<file path="src/hw/rtl/stc_pkg.sv">
// Shared types and constants for the stopwatch / countdown timer core.
// Holds action and mode codes, item and result layouts, and stream field offsets.
// No dependencies.
package stc_pkg;

    // action codes carried in the slave-side tuser
    localparam logic [2:0] ACT_TICK      = 3'd0;
    localparam logic [2:0] ACT_START     = 3'd1;
    localparam logic [2:0] ACT_STOP      = 3'd2;
    localparam logic [2:0] ACT_PRECISION = 3'd3;
    localparam logic [2:0] ACT_ENCODER   = 3'd4;

    typedef enum logic [1:0] {
        MODE_SELECT  = 2'd0,
        MODE_RUNNING = 2'd1,
        MODE_PAUSED  = 2'd2,
        MODE_STOPPED = 2'd3
    } t_mode;

    localparam int unsigned ALARM_MAX  = 5999;
    localparam int unsigned BEEP_AFTER = 50;
    // ceil(2^31 / 15): exact quotient for values below 2^27
    localparam logic [27:0] RECIP_15   = 28'd143165577;

    // stream widths
    localparam int unsigned IN_TDATA_W  = 56;
    localparam int unsigned IN_TUSER_W  = 3;
    localparam int unsigned OUT_TDATA_W = 40;

    // master-side tdata bit positions
    localparam int unsigned OUT_MODE_LO  = 0;
    localparam int unsigned OUT_TIME_LO  = 2;
    localparam int unsigned OUT_DOT      = 34;
    localparam int unsigned OUT_BLANK    = 35;
    localparam int unsigned OUT_REFRESH  = 36;
    localparam int unsigned OUT_SBEEP    = 37;
    localparam int unsigned OUT_LBEEP    = 38;
    localparam int unsigned OUT_ENCCLR   = 39;

    typedef struct packed {
        logic [2:0]  action;
        logic [30:0] quarter_count;
        logic        half_second_flag;
        logic        quarter_second_flag;
        logic        whole_second_flag;
        logic [15:0] encoder_count;
    } t_item;

    typedef struct packed {
        t_mode       current_mode;
        logic [31:0] time_to_show;
        logic        dot_on;
        logic        display_blank;
        logic        display_refresh;
        logic        short_beep;
        logic        long_beep;
        logic        encoder_clear;
    } t_result;

endpackage

</file>
<file path="src/hw/rtl/stc_in_stage.sv">
// Input register for the timer core: holds one accepted item for the engine.
// Depends on stc_pkg (t_item).
module stc_in_stage (
    input  logic           i_clk,
    input  logic           i_rst_n,
    input  logic           i_valid,
    output logic           o_ready,
    input  stc_pkg::t_item i_item,
    input  logic           i_take,
    output logic           o_valid,
    output stc_pkg::t_item o_item
);

    logic           r_valid;
    stc_pkg::t_item r_item;

    // refill in the same cycle the engine consumes the held item
    assign o_ready = !r_valid || i_take;
    assign o_valid = r_valid;
    assign o_item  = r_item;

    always_ff @(posedge i_clk) begin
        if (!i_rst_n) begin
            r_valid <= 1'b0;
        end else if (o_ready) begin
            r_valid <= i_valid;
        end
        if (o_ready && i_valid) begin
            r_item <= i_item;
        end
    end

endmodule

</file>
<file path="src/hw/rtl/stc_engine.sv">
// Timer state and the single-pass update for one item.
// Depends on stc_pkg (codes, t_item, t_result, constants).
module stc_engine (
    input  logic             i_clk,
    input  logic             i_rst_n,
    input  logic             i_fire,
    input  stc_pkg::t_item   i_item,
    output stc_pkg::t_result o_result
);

    stc_pkg::t_mode     r_mode,    n_mode;
    logic               r_blink,   n_blink;
    logic signed [30:0] r_elapsed, n_elapsed;
    logic [31:0]        r_start,   n_start;
    logic [30:0]        r_pause,   n_pause;
    logic               r_dot,     n_dot;
    logic [1:0]         r_step,    n_step;
    logic signed [22:0] r_last,    n_last;
    logic [12:0]        r_alarm,   n_alarm;

    logic [31:0]        diff;
    logic [31:0]        mag;
    logic signed [30:0] elapsed_run;
    logic [26:0]        sec_div4;
    logic [54:0]        prod;
    logic [23:0]        quot15;
    logic [27:0]        quot15_x15;
    logic [3:0]         rem15;
    logic [5:0]         rem60;
    logic               beep_window;
    logic signed [22:0] enc_x;
    logic signed [22:0] scaled;
    logic signed [24:0] alarm_try;
    logic               refresh, sbeep, lbeep, clear;
    logic               full_reset;
    stc_pkg::t_mode     blank_mode;
    logic signed [31:0] elapsed_w;

    // elapsed seconds from quarter count, rounded toward zero
    always_comb begin
        diff        = {1'b0, i_item.quarter_count} - r_start;
        mag         = (~diff) + 32'd1;
        elapsed_run = diff[31] ? -$signed({1'b0, mag[31:2]})
                               : $signed({2'b00, diff[30:2]});
    end

    // seconds mod 60 = 4 * ((sec / 4) mod 15) + sec mod 4
    always_comb begin
        sec_div4    = diff[30:4];
        prod        = sec_div4 * stc_pkg::RECIP_15;
        quot15      = prod[54:31];
        quot15_x15  = {quot15, 4'd0} - {4'd0, quot15};
        rem15       = 4'(({1'b0, sec_div4}) - quot15_x15);
        rem60       = {rem15, diff[3:2]};
        beep_window = !diff[31] && (diff[30:2] != 29'd0)
                      && (rem60 > 6'(stc_pkg::BEEP_AFTER));
    end

    always_comb begin
        enc_x = 23'($signed(i_item.encoder_count));
        case (r_step)
            2'd0:    scaled = (enc_x <<< 6) - (enc_x <<< 2);
            2'd1:    scaled = (enc_x <<< 3) + (enc_x <<< 1);
            default: scaled = enc_x;
        endcase
        alarm_try = $signed({12'd0, r_alarm}) + 25'(scaled) - 25'(r_last);
    end

    always_comb begin
        n_mode     = r_mode;
        n_blink    = r_blink;
        n_elapsed  = r_elapsed;
        n_start    = r_start;
        n_pause    = r_pause;
        n_dot      = r_dot;
        n_step     = r_step;
        n_last     = r_last;
        n_alarm    = r_alarm;
        refresh    = 1'b0;
        sbeep      = 1'b0;
        lbeep      = 1'b0;
        clear      = 1'b0;
        full_reset = 1'b0;
        blank_mode = r_mode;

        unique case (i_item.action)
            stc_pkg::ACT_TICK: begin
                if (r_mode == stc_pkg::MODE_RUNNING) begin
                    n_elapsed = elapsed_run;
                    if (i_item.half_second_flag) begin
                        n_dot = !r_dot;
                    end
                    sbeep = beep_window && i_item.whole_second_flag;
                    if (r_alarm != 13'd0 && elapsed_run >= $signed({18'd0, r_alarm})) begin
                        n_mode = stc_pkg::MODE_STOPPED;
                        lbeep  = 1'b1;
                    end
                end else begin
                    n_dot = 1'b1;
                end
                if (r_mode == stc_pkg::MODE_STOPPED && i_item.half_second_flag) begin
                    n_blink = !r_blink;
                end
                refresh = i_item.quarter_second_flag;
            end
            stc_pkg::ACT_START: begin
                unique case (r_mode)
                    stc_pkg::MODE_SELECT: begin
                        n_mode    = stc_pkg::MODE_RUNNING;
                        n_elapsed = '0;
                        n_pause   = '0;
                        n_start   = {1'b0, i_item.quarter_count};
                    end
                    stc_pkg::MODE_RUNNING: begin
                        n_mode  = stc_pkg::MODE_PAUSED;
                        n_pause = i_item.quarter_count;
                    end
                    stc_pkg::MODE_PAUSED: begin
                        n_mode  = stc_pkg::MODE_RUNNING;
                        n_start = r_start + {1'b0, i_item.quarter_count} - {1'b0, r_pause};
                    end
                    default: full_reset = 1'b1;
                endcase
            end
            stc_pkg::ACT_STOP: begin
                if (r_mode == stc_pkg::MODE_RUNNING || r_mode == stc_pkg::MODE_PAUSED) begin
                    n_mode = stc_pkg::MODE_STOPPED;
                end else begin
                    full_reset = 1'b1;
                end
            end
            stc_pkg::ACT_PRECISION: begin
                if (r_mode == stc_pkg::MODE_SELECT) begin
                    n_step = (r_step >= 2'd2) ? 2'd0 : r_step + 2'd1;
                    n_last = '0;
                    clear  = 1'b1;
                end else if (r_mode == stc_pkg::MODE_STOPPED) begin
                    full_reset = 1'b1;
                end
            end
            stc_pkg::ACT_ENCODER: begin
                if (scaled != r_last) begin
                    if (r_mode == stc_pkg::MODE_STOPPED) begin
                        full_reset = 1'b1;
                    end else if (r_mode == stc_pkg::MODE_SELECT) begin
                        n_last  = scaled;
                        n_dot   = 1'b1;
                        refresh = 1'b1;
                        if (alarm_try < 0) begin
                            n_alarm = '0;
                        end else if (alarm_try > 25'(stc_pkg::ALARM_MAX)) begin
                            n_alarm = 13'(stc_pkg::ALARM_MAX);
                        end else begin
                            n_alarm = alarm_try[12:0];
                        end
                    end
                end
            end
            default: ;
        endcase

        if (full_reset) begin
            n_mode    = stc_pkg::MODE_SELECT;
            n_elapsed = '0;
            n_start   = '0;
            n_pause   = '0;
            n_step    = '0;
            n_last    = '0;
            n_alarm   = '0;
            clear     = 1'b1;
        end
        // a tick takes the display before its own alarm stop
        if (i_item.action != stc_pkg::ACT_TICK) begin
            blank_mode = n_mode;
        end
    end

    always_comb begin
        elapsed_w                = 32'(n_elapsed);
        o_result.current_mode    = n_mode;
        o_result.time_to_show    = (n_alarm == 13'd0) ? elapsed_w
                                   : {19'd0, n_alarm} - elapsed_w;
        o_result.dot_on          = n_dot;
        o_result.display_blank   = n_blink && (blank_mode == stc_pkg::MODE_STOPPED);
        o_result.display_refresh = refresh;
        o_result.short_beep      = sbeep;
        o_result.long_beep       = lbeep;
        o_result.encoder_clear   = clear;
    end

    always_ff @(posedge i_clk) begin
        if (!i_rst_n) begin
            r_mode    <= stc_pkg::MODE_SELECT;
            r_blink   <= 1'b0;
            r_elapsed <= '0;
            r_start   <= '0;
            r_pause   <= '0;
            r_dot     <= 1'b1;
            r_step    <= '0;
            r_last    <= '0;
            r_alarm   <= '0;
        end else if (i_fire) begin
            r_mode    <= n_mode;
            r_blink   <= n_blink;
            r_elapsed <= n_elapsed;
            r_start   <= n_start;
            r_pause   <= n_pause;
            r_dot     <= n_dot;
            r_step    <= n_step;
            r_last    <= n_last;
            r_alarm   <= n_alarm;
        end
    end

endmodule

</file>
<file path="src/hw/rtl/stc_out_stage.sv">
// Result register for the timer core: holds one result item until taken.
// Depends on stc_pkg (t_result).
module stc_out_stage (
    input  logic             i_clk,
    input  logic             i_rst_n,
    input  logic             i_load,
    input  stc_pkg::t_result i_result,
    output logic             o_free,
    output logic             o_valid,
    input  logic             i_ready,
    output stc_pkg::t_result o_result
);

    logic             r_valid;
    stc_pkg::t_result r_result;

    assign o_free   = !r_valid || i_ready;
    assign o_valid  = r_valid;
    assign o_result = r_result;

    always_ff @(posedge i_clk) begin
        if (!i_rst_n) begin
            r_valid <= 1'b0;
        end else if (o_free) begin
            r_valid <= i_load;
        end
        if (i_load) begin
            r_result <= i_result;
        end
    end

endmodule

</file>
<file path="src/hw/rtl/stopwatch_countdown_timer_core.sv">
// Top level of the stopwatch / countdown timer core.
// Depends on stc_pkg, stc_in_stage, stc_engine and stc_out_stage.
//
//  channel   | dir | handshake                        | payload
//  ----------+-----+----------------------------------+------------------------------
//  s_axis    | in  | i_s_axis_tvalid / o_s_axis_tready | tdata 56b, tuser 3b (action)
//  m_axis    | out | o_m_axis_tvalid / i_m_axis_tready | tdata 40b
//
//  Flow: one item per clock sustained while the master side takes results; the input
//  register loads at the accepting edge and the result register when the engine
//  processes the held item, which waits while the master side holds a stalled result.
//  The update of the timer state is one pass of logic between the two registers,
//  so consecutive items see each other's state without bubbles.
//  Reset: synchronous, active low; clears both stage valids and the timer state
//  (select mode, dot on, no alarm).
//  Stalls: a stalled master side holds its result; the input register takes one more
//  item only while it is empty, then s_axis backs up.
module stopwatch_countdown_timer_core (
    input  logic        i_clk,
    input  logic        i_rst_n,
    // slave side
    input  logic        i_s_axis_tvalid,
    output logic        o_s_axis_tready,
    // [30:0] quarter_count, [31] half_second_flag, [32] quarter_second_flag,
    // [33] whole_second_flag, [49:34] encoder_count, [55:50] zero
    input  logic [55:0] i_s_axis_tdata,
    // [2:0] action
    input  logic [2:0]  i_s_axis_tuser,
    // master side
    output logic        o_m_axis_tvalid,
    input  logic        i_m_axis_tready,
    // [1:0] current_mode, [33:2] time_to_show, [34] dot_on, [35] display_blank,
    // [36] display_refresh, [37] short_beep, [38] long_beep, [39] encoder_clear
    output logic [39:0] o_m_axis_tdata
);

    stc_pkg::t_item   in_item;
    stc_pkg::t_item   held_item;
    stc_pkg::t_result eng_result;
    stc_pkg::t_result out_result;
    logic             held_valid;
    logic             out_free;
    logic             fire;

    // unpack slave tdata/tuser; padding bits are ignored
    always_comb begin
        in_item.action              = i_s_axis_tuser;
        in_item.quarter_count       = i_s_axis_tdata[30:0];
        in_item.half_second_flag    = i_s_axis_tdata[31];
        in_item.quarter_second_flag = i_s_axis_tdata[32];
        in_item.whole_second_flag   = i_s_axis_tdata[33];
        in_item.encoder_count       = i_s_axis_tdata[49:34];
    end

    // process the held item whenever the result register can take its result
    assign fire = held_valid && out_free;

    stc_in_stage u_in (
        .i_clk   (i_clk),
        .i_rst_n (i_rst_n),
        .i_valid (i_s_axis_tvalid),
        .o_ready (o_s_axis_tready),
        .i_item  (in_item),
        .i_take  (fire),
        .o_valid (held_valid),
        .o_item  (held_item)
    );

    stc_engine u_engine (
        .i_clk    (i_clk),
        .i_rst_n  (i_rst_n),
        .i_fire   (fire),
        .i_item   (held_item),
        .o_result (eng_result)
    );

    stc_out_stage u_out (
        .i_clk    (i_clk),
        .i_rst_n  (i_rst_n),
        .i_load   (fire),
        .i_result (eng_result),
        .o_free   (out_free),
        .o_valid  (o_m_axis_tvalid),
        .i_ready  (i_m_axis_tready),
        .o_result (out_result)
    );

    // pack the result, highest field first
    assign o_m_axis_tdata = {out_result.encoder_clear,
                             out_result.long_beep,
                             out_result.short_beep,
                             out_result.display_refresh,
                             out_result.display_blank,
                             out_result.dot_on,
                             out_result.time_to_show,
                             out_result.current_mode};

endmodule

</file>
<file path="config.mk">
export PLATFORM = sky130hd
export DESIGN_NAME = stopwatch_countdown_timer_core
export DESIGN_NICKNAME = d
export VERILOG_FILES = /design/src/hw/rtl/stc_pkg.sv /design/src/hw/rtl/stc_in_stage.sv /design/src/hw/rtl/stc_engine.sv /design/src/hw/rtl/stc_out_stage.sv /design/src/hw/rtl/stopwatch_countdown_timer_core.sv
export SDC_FILE = /design/constraint.sdc
export NUM_CORES = 1
export LEC_CHECK = 0
export ABC_AREA = 1
export BUFFER_PORTS_ARGS = -buffer_cell sky130_fd_sc_hd__buf_2
export CORE_UTILIZATION = 45
export DETAILED_ROUTE_END_ITERATION = 6
export HOLD_SLACK_MARGIN = 0.03
export SYNTH_ARGS = -nofsm -noshare
export SYNTH_HDL_FRONTEND = slang
export SYNTH_SLANG_ARGS = --single-unit
</file>
<file path="constraint.sdc">
create_clock -name i_clk -period 8.41 [get_ports i_clk]
set_input_delay 0.4205 -clock i_clk [delete_from_list [all_inputs] [get_ports i_clk]]
set_output_delay 0.4205 -clock i_clk [all_outputs]
set_load 0.01 [all_outputs]
</file>
## Word level (Yosys, flattened, before mapping)

Cells that the tools add are included.
Widths: inputs -> output; s select.

| operators by class | value |
|---|---|
| add/sub/neg operators | 13 |
| multipliers | 1 |
| magnitude comparators | 5 |
| eq/ne operators | 14 |
| multiplexer cells | 57 |
| bitwise gates (word level) | 1 |
| reduce and logical (&&, ||, !) cells | 36 |

Operators by type and width:

| operator | count |
|---|---|
| $mux 31 | 6 |
| $pmux 31 s2 | 2 |
| $mux 23 | 5 |
| $mux 32 | 3 |
| $pmux 23 s2 | 2 |
| $mux 13 | 7 |
| $pmux 32 s2 | 1 |
| $mul 27x28->35 const B | 1 |
| $add 32x1->32 const B | 1 |
| $add 32x31->32 | 1 |
| $not 32->32 | 1 |
| $sub 14x31->32 | 1 |
| $sub 31x32->32 | 1 |
| $sub 32x31->32 | 1 |
| $ge 31x14->1 | 1 |
| $neg 30->31 | 1 |
| $reduce_bool 29->1 | 1 |
| $gt 25x13->1 const B | 1 |
| $lt 25x1->1 const B | 1 |
| $sub 24x23->25 | 1 |
| $add 14x23->24 | 1 |
| $ne 23x23->1 | 1 |
| $sub 22x18->23 | 1 |
| $add 19x17->20 | 1 |
| other kinds (32) | 84 |

| word-level totals | value |
|---|---|
| register bits after elaboration | 231 |
| output and inout bits | 42 |
| logic and storage cells | 152 |

## Depth between registers and ports, before layout

Gate-level depths: netlist of run 1.

| depth | value |
|---|---|
| depth after elaboration | 14 |
| gate-level depth with buffers | 67 |

## Hierarchy

A second synthesis of run 1 with hierarchy kept.

| unflattened totals | value |
|---|---|
| cells, all modules | 3,746 |
| area, all modules | 26,446.6 µm² |

By module, submodules not included:

| module | instances | cells an instance | area each (µm²) | sequential area each (µm²) |
|---|---|---|---|---|
| stc_engine | 1 | 3,638 | 23,548.8 | 2,722.6 |
| stc_in_stage | 1 | 60 | 1,642.8 | 1,611.5 |
| stc_out_stage | 1 | 46 | 1,247.4 | 1,221.2 |
| stopwatch_countdown_timer_core | 1 | 2 | 7.5 | 0.0 |

## Worst setup path after synthesis of run 1

No wires, ideal clock.

| timing path | value |
|---|---|
| kind | register to register |
| start point | register u_in.r_item, in the netlist u_in.o_item[22] |
| end point | register u_out.r_result, in the netlist u_out.o_result[2] (data pin) |
| arrival | 7,397 ps |
| slack | 758 ps |
| stages on the path, launching flop included | 36 |
| period minus slack after synthesis | 7,652 ps |
| path through | edfxtp_1 ha_1 buf_4 nand2_1 nand2_1 nand2_1 nand2_1 nand2_1 nand3_1 nand3_1 nand2_1 a211oi_1 xor2_1 inv_1 ha_1 inv_1 fa_1 inv_1 ha_1 fa_1 fa_1 fa_1 ha_1 a21oi_1 nand2_1 a221oi_1 nand3b_1 nor3_1 xor2_1 inv_1 ha_1 fa_1 or2_2 nand4_1 nor3_1 and3_1 |

| on the way | value |
|---|---|
| cells in the longest elaborated chain, start to end | 7 |

Ends and longest elaborated chain:

| what | line | RTL |
|---|---|---|
| from (decl) | stc_in_stage.sv:15 | `stc_pkg::t_item r_item;` |
| from (signal assigned) | stc_in_stage.sv:29 | `r_item <= i_item;` |
| $sub 31x32->32 * | stc_engine.sv:41 | `diff = {1'b0, i_item.quarter_count} - r_start;` |
| $mul 27x28->35 | stc_engine.sv:50 | `prod = sec_div4 * stc_pkg::RECIP_15;` |
| $sub 1x4->4 | stc_engine.sv:52 | `quot15_x15 = {quot15, 4'd0} - {4'd0, quot15};` |
| $sub 4x4->4 | stc_engine.sv:53 | `rem15 = 4'(({1'b0, sec_div4}) - quot15_x15);` |
| $gt 6x6->1 | stc_engine.sv:56 | `&& (rem60 > 6'(stc_pkg::BEEP_AFTER));` |
| $logic_and 1x1->1 * | stc_engine.sv:56 |  |
| $logic_and 1x1->1 * | stc_engine.sv:93 | `sbeep = beep_window && i_item.whole_second_flag;` |
| to (signal assigned) | stc_out_stage.sv:28 | `r_result <= i_result;` |
| to (decl) | stc_out_stage.sv:15 | `stc_pkg::t_result r_result;` |

Mark *: on every way between the ends. The rest lies on a longest branch, timed or not.
A chain may end at the register's enable or synchronous reset.

## Worst setup path after layout of run 1

| timing path | value |
|---|---|
| start point | register u_in.r_item, in the netlist u_in.o_item[23] |
| end point | register u_out.r_result, in the netlist u_out.o_result[2] (data pin) |

The elaborated chain is that of the path after synthesis.

==> reports/results.tsv, run 1 <==
metric	value	unit
status	finished, final reports clean	
cts.htree.levels	1	
dp_cells	4721	
ys.warnings.count	0	
total_leakage_power	14.8	nW
routed_wl	79800	um
die_h	245	um
hold_path.class	input port to register	
fin_area	0.0307	mm2
relSlewSlack	31.7	%
clkSlewWorstSetupHoldPaths	0.07	ns
ys_seq_area_share	20.8	%
final_common_cell	nand2_1	
highest_layer	met4	
grt_pass1_wl	127000	um
dr.pass1.iters	7	
syn-num-nets	4308	
period_share	94.8	%
wl_met1	35600	um
drv_cap	0	
cp_slowest_cell	fa_1	
power_frac_clock	14.3	%
grt_antenna_before_repair	0	
power	0.00917	W
port_buffers	98	
final_layout_size_suffix_gt1_share	14.3	%
syn_to_final_growth	15.1	%
grt_overflow	0	
synthDistinctLibCells	58	
crit_arrival	8.35	ns
core.rowCount	88	
ys_async_sr_fraction	0	%
post_dp_cell_area	0.0286	mm2
end_kind	register	
period_needed	7.97	ns
p_comb_share	71.4	%
critical_path_required	8.78	ns
worst_slack	0.435	ns
cts.sinks	231	
synth_top_area_share	13.4	%
grt_max_degree	95	
cts_root_buffer	clkbuf_16	
dieArea	0.0602	mm2
final_cell_mix	nand2_1, inv_1, a21oi_1	
syn_inst	3834	
place_congestion	1.00	
drc_errors	0	
vias	25500	
setup_violations	0	
p_int	0.00478	W
drt_iter0_markers	1891	
antenna_left	0	
grt_use_total	26.3	%
core_area	0.0581	mm2
clock_skew	0.0172	ns
hold_viol	0	
wl_per_cell	16.5	um
place_ws	0.0479	ns
vias_per_cell	5.27	
max_stage_delay	0.54	ns
crit_type	register to register	
tritoncts	done	
yosys.area.top_type	ha_1	
synth.area.top_cells	ha_1, nand2_1, edfxtp_1, dfxtp_1, fa_1	
dieWidth	245	um
tightest_slew	1.01	ns
fin_nets	4534	
fmax	125	MHz
antenna_cells	0	
final_util	52.8	%
synth_ff_type	dfxtp_1	
final_cells	4849	
syn_area_per_cell	6.96	um2
first_global_vias	24300	
switchingPower	0.00439	W
syn-cell-area	0.0267	mm2
clk_latency	0.61	ns
swShare	47.9	%
yosys_register_bits	231	
ir_worst_vdd	430	uV
hpwl	62600	um
start_util	45.9	%
powerDensity	299	mW/mm2
cp_max_fo	4	
maxSlewViolCount	0	
routed-wl-met2	38000	um
cts_buffers	30	
pwr-share-seq	14.2	%
cts_buffer_depth	3	
synth_edf_count	93	
cpMostUsedCell	fa_1	
wl_met3	3460	um
ioPinCount	105	
startpoint_type	register	
cell families (layout without fill, tap and decap cells):
logic type	Yosys count	in the layout	synth area share, %
AO/OA/AOI/OAI	688	688	14.3
XOR/XNOR	97	97	3.19
adder cells (fa/ha/maj)	411	411	22.8
buffers and inverters	724	974	10.3
flip-flops	231	231	20.8
AND/OR/NAND/NOR	1683	1683	28.6
worst max-delay path, delay by kind of cell (launching register included):
kind	cells	cell delay (ns)
DFF	1	0.46
xor gates and xnor gates	2	0.27
buffers and inverters	8	0.64
AOI/OAI and AO/OA	3	0.51
and+or+nand+nor	15	2.00
adders and majority gates	9	3.86
layout make-up:
| class | instances | area [um2] |
|---|---|---|
| Clock buffer | 35 | 779 |
| Clock inverter | 21 | 215 |
| Fill cell | 5805 | 27400 |
| Inverter | 640 | 2410 |
| Multi-Input combinational cell | 2879 | 18800 |
| Sequential cell | 231 | 5560 |
| Tap cell | 765 | 957 |
| Timing Repair Buffer | 278 | 1970 |
Yosys cell counts (all sizes together) (2+ instances only):
master,instances
a211oi,9
a21o,15
a21oi,318
a221oi,14
a22o,9
a22oi,11
a31oi,5
and3,2
buf,15
clkbuf,69
clkinv,10
dfxtp,138
edfxtp,93
fa,126
ha,285
inv,630
nand2,956
nand3,233
nand3b,6
nand4,84
nor2,325
nor3,49
nor4,9
o2111ai,3
o211ai,12
o21a,5
o21ai,253
o21bai,16
o22ai,5
o31ai,6
or2,18
xnor2,30
xor2,67
final timing paths:
kind	startpoint	end	slack, ns	depth (start not counted)
setup / recovery	u_in.o_item[23]	u_out.o_result[2]	0.44	37
hold / removal	i_m_axis_tready	u_out.o_valid	0.11	4
setup reg to reg	u_in.o_item[23]	u_out.o_result[2]	0.44	37
hold reg to reg	u_engine.r_last[19]	u_engine.r_last[19]	0.46	2
per-layer routing:
metal / vias up / GRT usage, %
met5: - / 0
met4: 0 / 8.55
met3: 118 / 2.17
met2: 546 / 45.5
met1: 11900 / 34.4
li1: 13000 / -
flip-flops by register name (all words and copies together) (netlist names):
name,cells
u_out.o_result,40
u_out.o_valid,1
u_engine.r_mode,2
u_engine.r_dot,1
u_engine.r_start,32
u_engine.r_blink,1
u_engine.r_alarm,13
u_engine.r_pause,31
u_engine.r_last,23
u_engine.r_step,2
u_in.o_valid,1
u_engine.r_elapsed,31
u_in.o_item,53
repair_timing:
action                                 in CTS  in global routing
resized for setup                           1                 99
pin swaps                                   0                 42
endpoints found under the hold margin      53                  0
hold buffers                               53                  0
setup endpoints to repair                   1                 24
buffers inserted                            0                 19
power groups by stage:
stage,clock network (W),logic (W),registers [W]
after floorplan,0,0.00460,0.00133
after global placement,0,0.00635,0.00133
after detailed placement,0,0.00639,0.00133
after CTS,0.00135,0.00645,0.00131
after global routing,0.00139,0.00742,0.00131
final,0.00131,0.00655,0.00131
through the flow:
stage | hold slack [ns] | setup TNS (ns)
after floorplan | 0.445 | 0
after global placement | 0.451 | 0
after detailed placement | 0.456 | 0
after CTS | 0.0746 | 0
after global routing | 0.107 | -0.287
final | 0.108 | 0
Power figures use the tool's default switching activity.
==> run 2, diff against run 1 <==
==> constraint.sdc (replaced) <==
create_clock -name i_clk -period 10.3 [get_ports i_clk]
set_input_delay 0.515 -clock i_clk [delete_from_list [all_inputs] [get_ports i_clk]]
set_output_delay 0.515 -clock i_clk [all_outputs]
set_load 0.01 [all_outputs]
==> reports/results.tsv, run 2 (synthesis results as in run 1) <==
metric	value	unit	change
dieWidth	245	um	unchanged
clkSlewWorstSetupHoldPaths	0.06	ns	was 0.07 ns
core_area	0.0581	mm2	unchanged
cts.sinks	231		unchanged
wl_met3	2960	um	was 3460 um
worstReg2RegStart	u_in.o_item[2]		was u_in.o_item[23]
nFillCells	6046		was 5,805
wl_met1	35500	um	was 35,600 um
cts.htree.levels	1		unchanged
final_common_cell	nand2_1		unchanged
routed-wl-met2	36400	um	was 38,000 um
place_congestion	0.949		was 1.00
hold_viol	0		unchanged
dieArea	0.0602	mm2	unchanged
worst-path-stages	64		was 37
cts_buffer_depth	3		unchanged
hold_path.class	input port to register		unchanged
post_cts_buffers	0		unchanged
syn_to_final_growth	8.89	%	was 15.1%
worstSetupEndpoint	u_out.o_result[33]		was u_out.o_result[2]
cpMostUsedCell	nand2_1		was fa_1
critical-path-top-delay-family	compound AO/OA/AOI/OAI gates		was adder cells
crit_type	register to register		unchanged
powerDensity	253	mW/mm2	was 299 mW/mm2
cts_buffers	30		unchanged
power_frac_clock	16.4	%	was 14.3%
cts_resized	0		was 1
fin_setup_tns	0	ns	unchanged
final_cell_mix	nand2_1, inv_1, a21oi_1		unchanged
grt_pass1_wl	123000	um	was 127,000 um
end_kind	register		unchanged
swShare	49.3	%	was 47.9%
vias	24600		was 25,500
critical_path_required	10.68	ns	was 8.78 ns
grt_use_total	25.5	%	was 26.3%
multi_input_area	0.0184	mm2	was 0.0188 mm2
tightest_slew	0.915	ns	was 1.01 ns
max_stage_delay	0.50	ns	was 0.54 ns
p_int	0.00372	W	was 0.00478 W
first_global_vias	23400		was 24,300
maxSlewViolCount	0		unchanged
highest_layer	met4		unchanged
drc_errors	0		unchanged
ioPinCount	105		unchanged
start_util	45.9	%	unchanged
drv_cap	0		unchanged
min_delay_path_depth	1		was 4
reg2reg_slack	1.40	ns	was 0.44 ns
antenna_cells	0		unchanged
final_util	50.0	%	was 52.8%
setup_violations	0		unchanged
period_needed	8.90	ns	was 7.97 ns
path_buf_inv	8		unchanged
routed_wl	76700	um	was 79,800 um
switchingPower	0.00362	W	was 0.00439 W
largest_reg_flops	53		unchanged
vias_per_cell	5.26		was 5.27
cts_root_buffer	clkbuf_16		unchanged
crit_arrival	9.28	ns	was 8.35 ns
worstRegToRegCells	64		was 37
grt_antenna_before_repair	0		unchanged
die_h	245	um	unchanged
startpoint_type	register		unchanged
drt_iter0_markers	1442		was 1,891
wl_per_cell	16.4	um	was 16.5 um
ir_worst_vdd	483	uV	was 430 uV
port_buffers	98		unchanged
critPathLaunch	u_in.o_item[2]		was u_in.o_item[23]
antenna_left	0		unchanged
clk_latency	0.62	ns	was 0.61 ns
total_leakage_power	14.1	nW	was 14.8 nW
pwr-share-seq	14.5	%	was 14.2%
relSlewSlack	39.0	%	was 31.7%
p_comb_share	69.1	%	was 71.4%
status	finished, final reports clean		unchanged
rsz0062_at_grt	false		
grt_max_degree	83		was 95
hpwl	60200	um	was 62,600 um
fmax	112	MHz	was 125 MHz
final_layout_size_suffix_gt1_share	9.92	%	was 14.3%
r2r_end	u_out.o_result[33]		was u_out.o_result[2]
clock_skew	0.0402	ns	was 0.0172 ns
worstHoldStart	i_s_axis_tdata[25]		was i_m_axis_tready
fin_nets	4372		was 4,534
tritoncts	done		unchanged
dr.pass1.iters	7		unchanged
cp_max_fo	8		was 4
grt_overflow	0		unchanged
core.rowCount	88		unchanged
cp_slowest_cell	edfxtp_1		was fa_1
cts_hold_buf	0		was 53
seq_area	0.00556	mm2	unchanged
period_share	86.4	%	was 94.8%
-- run 2: cell types whose count changed in the layout (fill, tap and decap cells not counted), sizes merged --
cell         previous run  this run
clkinv                 22        17
buf                   225       116
inv                   633       631
dlygate4sd3            53         0
clkbuf                 35        37
bufinv                  3         8
-- run 2: area by class of cell --
cell class | instances | share of cell area (%)
multi-input cells | 2879 | 63.3
clock inverters | 19 | 1.11
inverters | 640 | 8.29
well taps | 765 | 3.30
flip-flops and latches | 231 | 19.1
repair buffers | 116 | 2.15
clock buffers | 37 | 2.74
-- run 2: how the worst min path moves through the flow --
stage                                end  slack [ns]
floorplan            u_engine.r_last[13]        0.44
global placement    u_engine.r_start[28]        0.45
detailed placement  u_engine.r_start[16]        0.46
CTS                      u_in.o_item[44]        0.05
global route             u_in.o_item[44]        0.04
finish                   u_in.o_item[44]        0.06
-- run 2: metal layers --
metal  vias up  track usage [%]
met5         -                0
met4         0             6.61
met3        99             2.19
met2       497             44.0
met1     11400             34.0
li1      12700                -
-- run 2: power by group through the flow --
stage	Clock [W]	Combinational (W)	Sequential, W
2_1_floorplan	0	0.00376	0.00108
3_3_place_gp	0	0.00505	0.00109
3_5_place_dp	0	0.00507	0.00109
4_1_cts	0.00122	0.00512	0.00107
5_1_grt	0.00127	0.00579	0.00107
6_report	0.00120	0.00508	0.00107
-- run 2: through the flow --
stage | std cells | worst slack, ns | instance area, um2 | hold WS, ns | power [W]
CTS | 4687 | 1.42 | 29000 | 0.0479 | 0.00741
detailed placement | 4631 | 1.45 | 27900 | 0.455 | 0.00615
finish | 4687 | 1.40 | 29000 | 0.0638 | 0.00734
global placement | 4631 | 1.50 | 27900 | 0.453 | 0.00614
floorplan | 3834 | 2.65 | 26700 | 0.445 | 0.00484
global route | 4687 | 0.360 | 29000 | 0.0362 | 0.00813
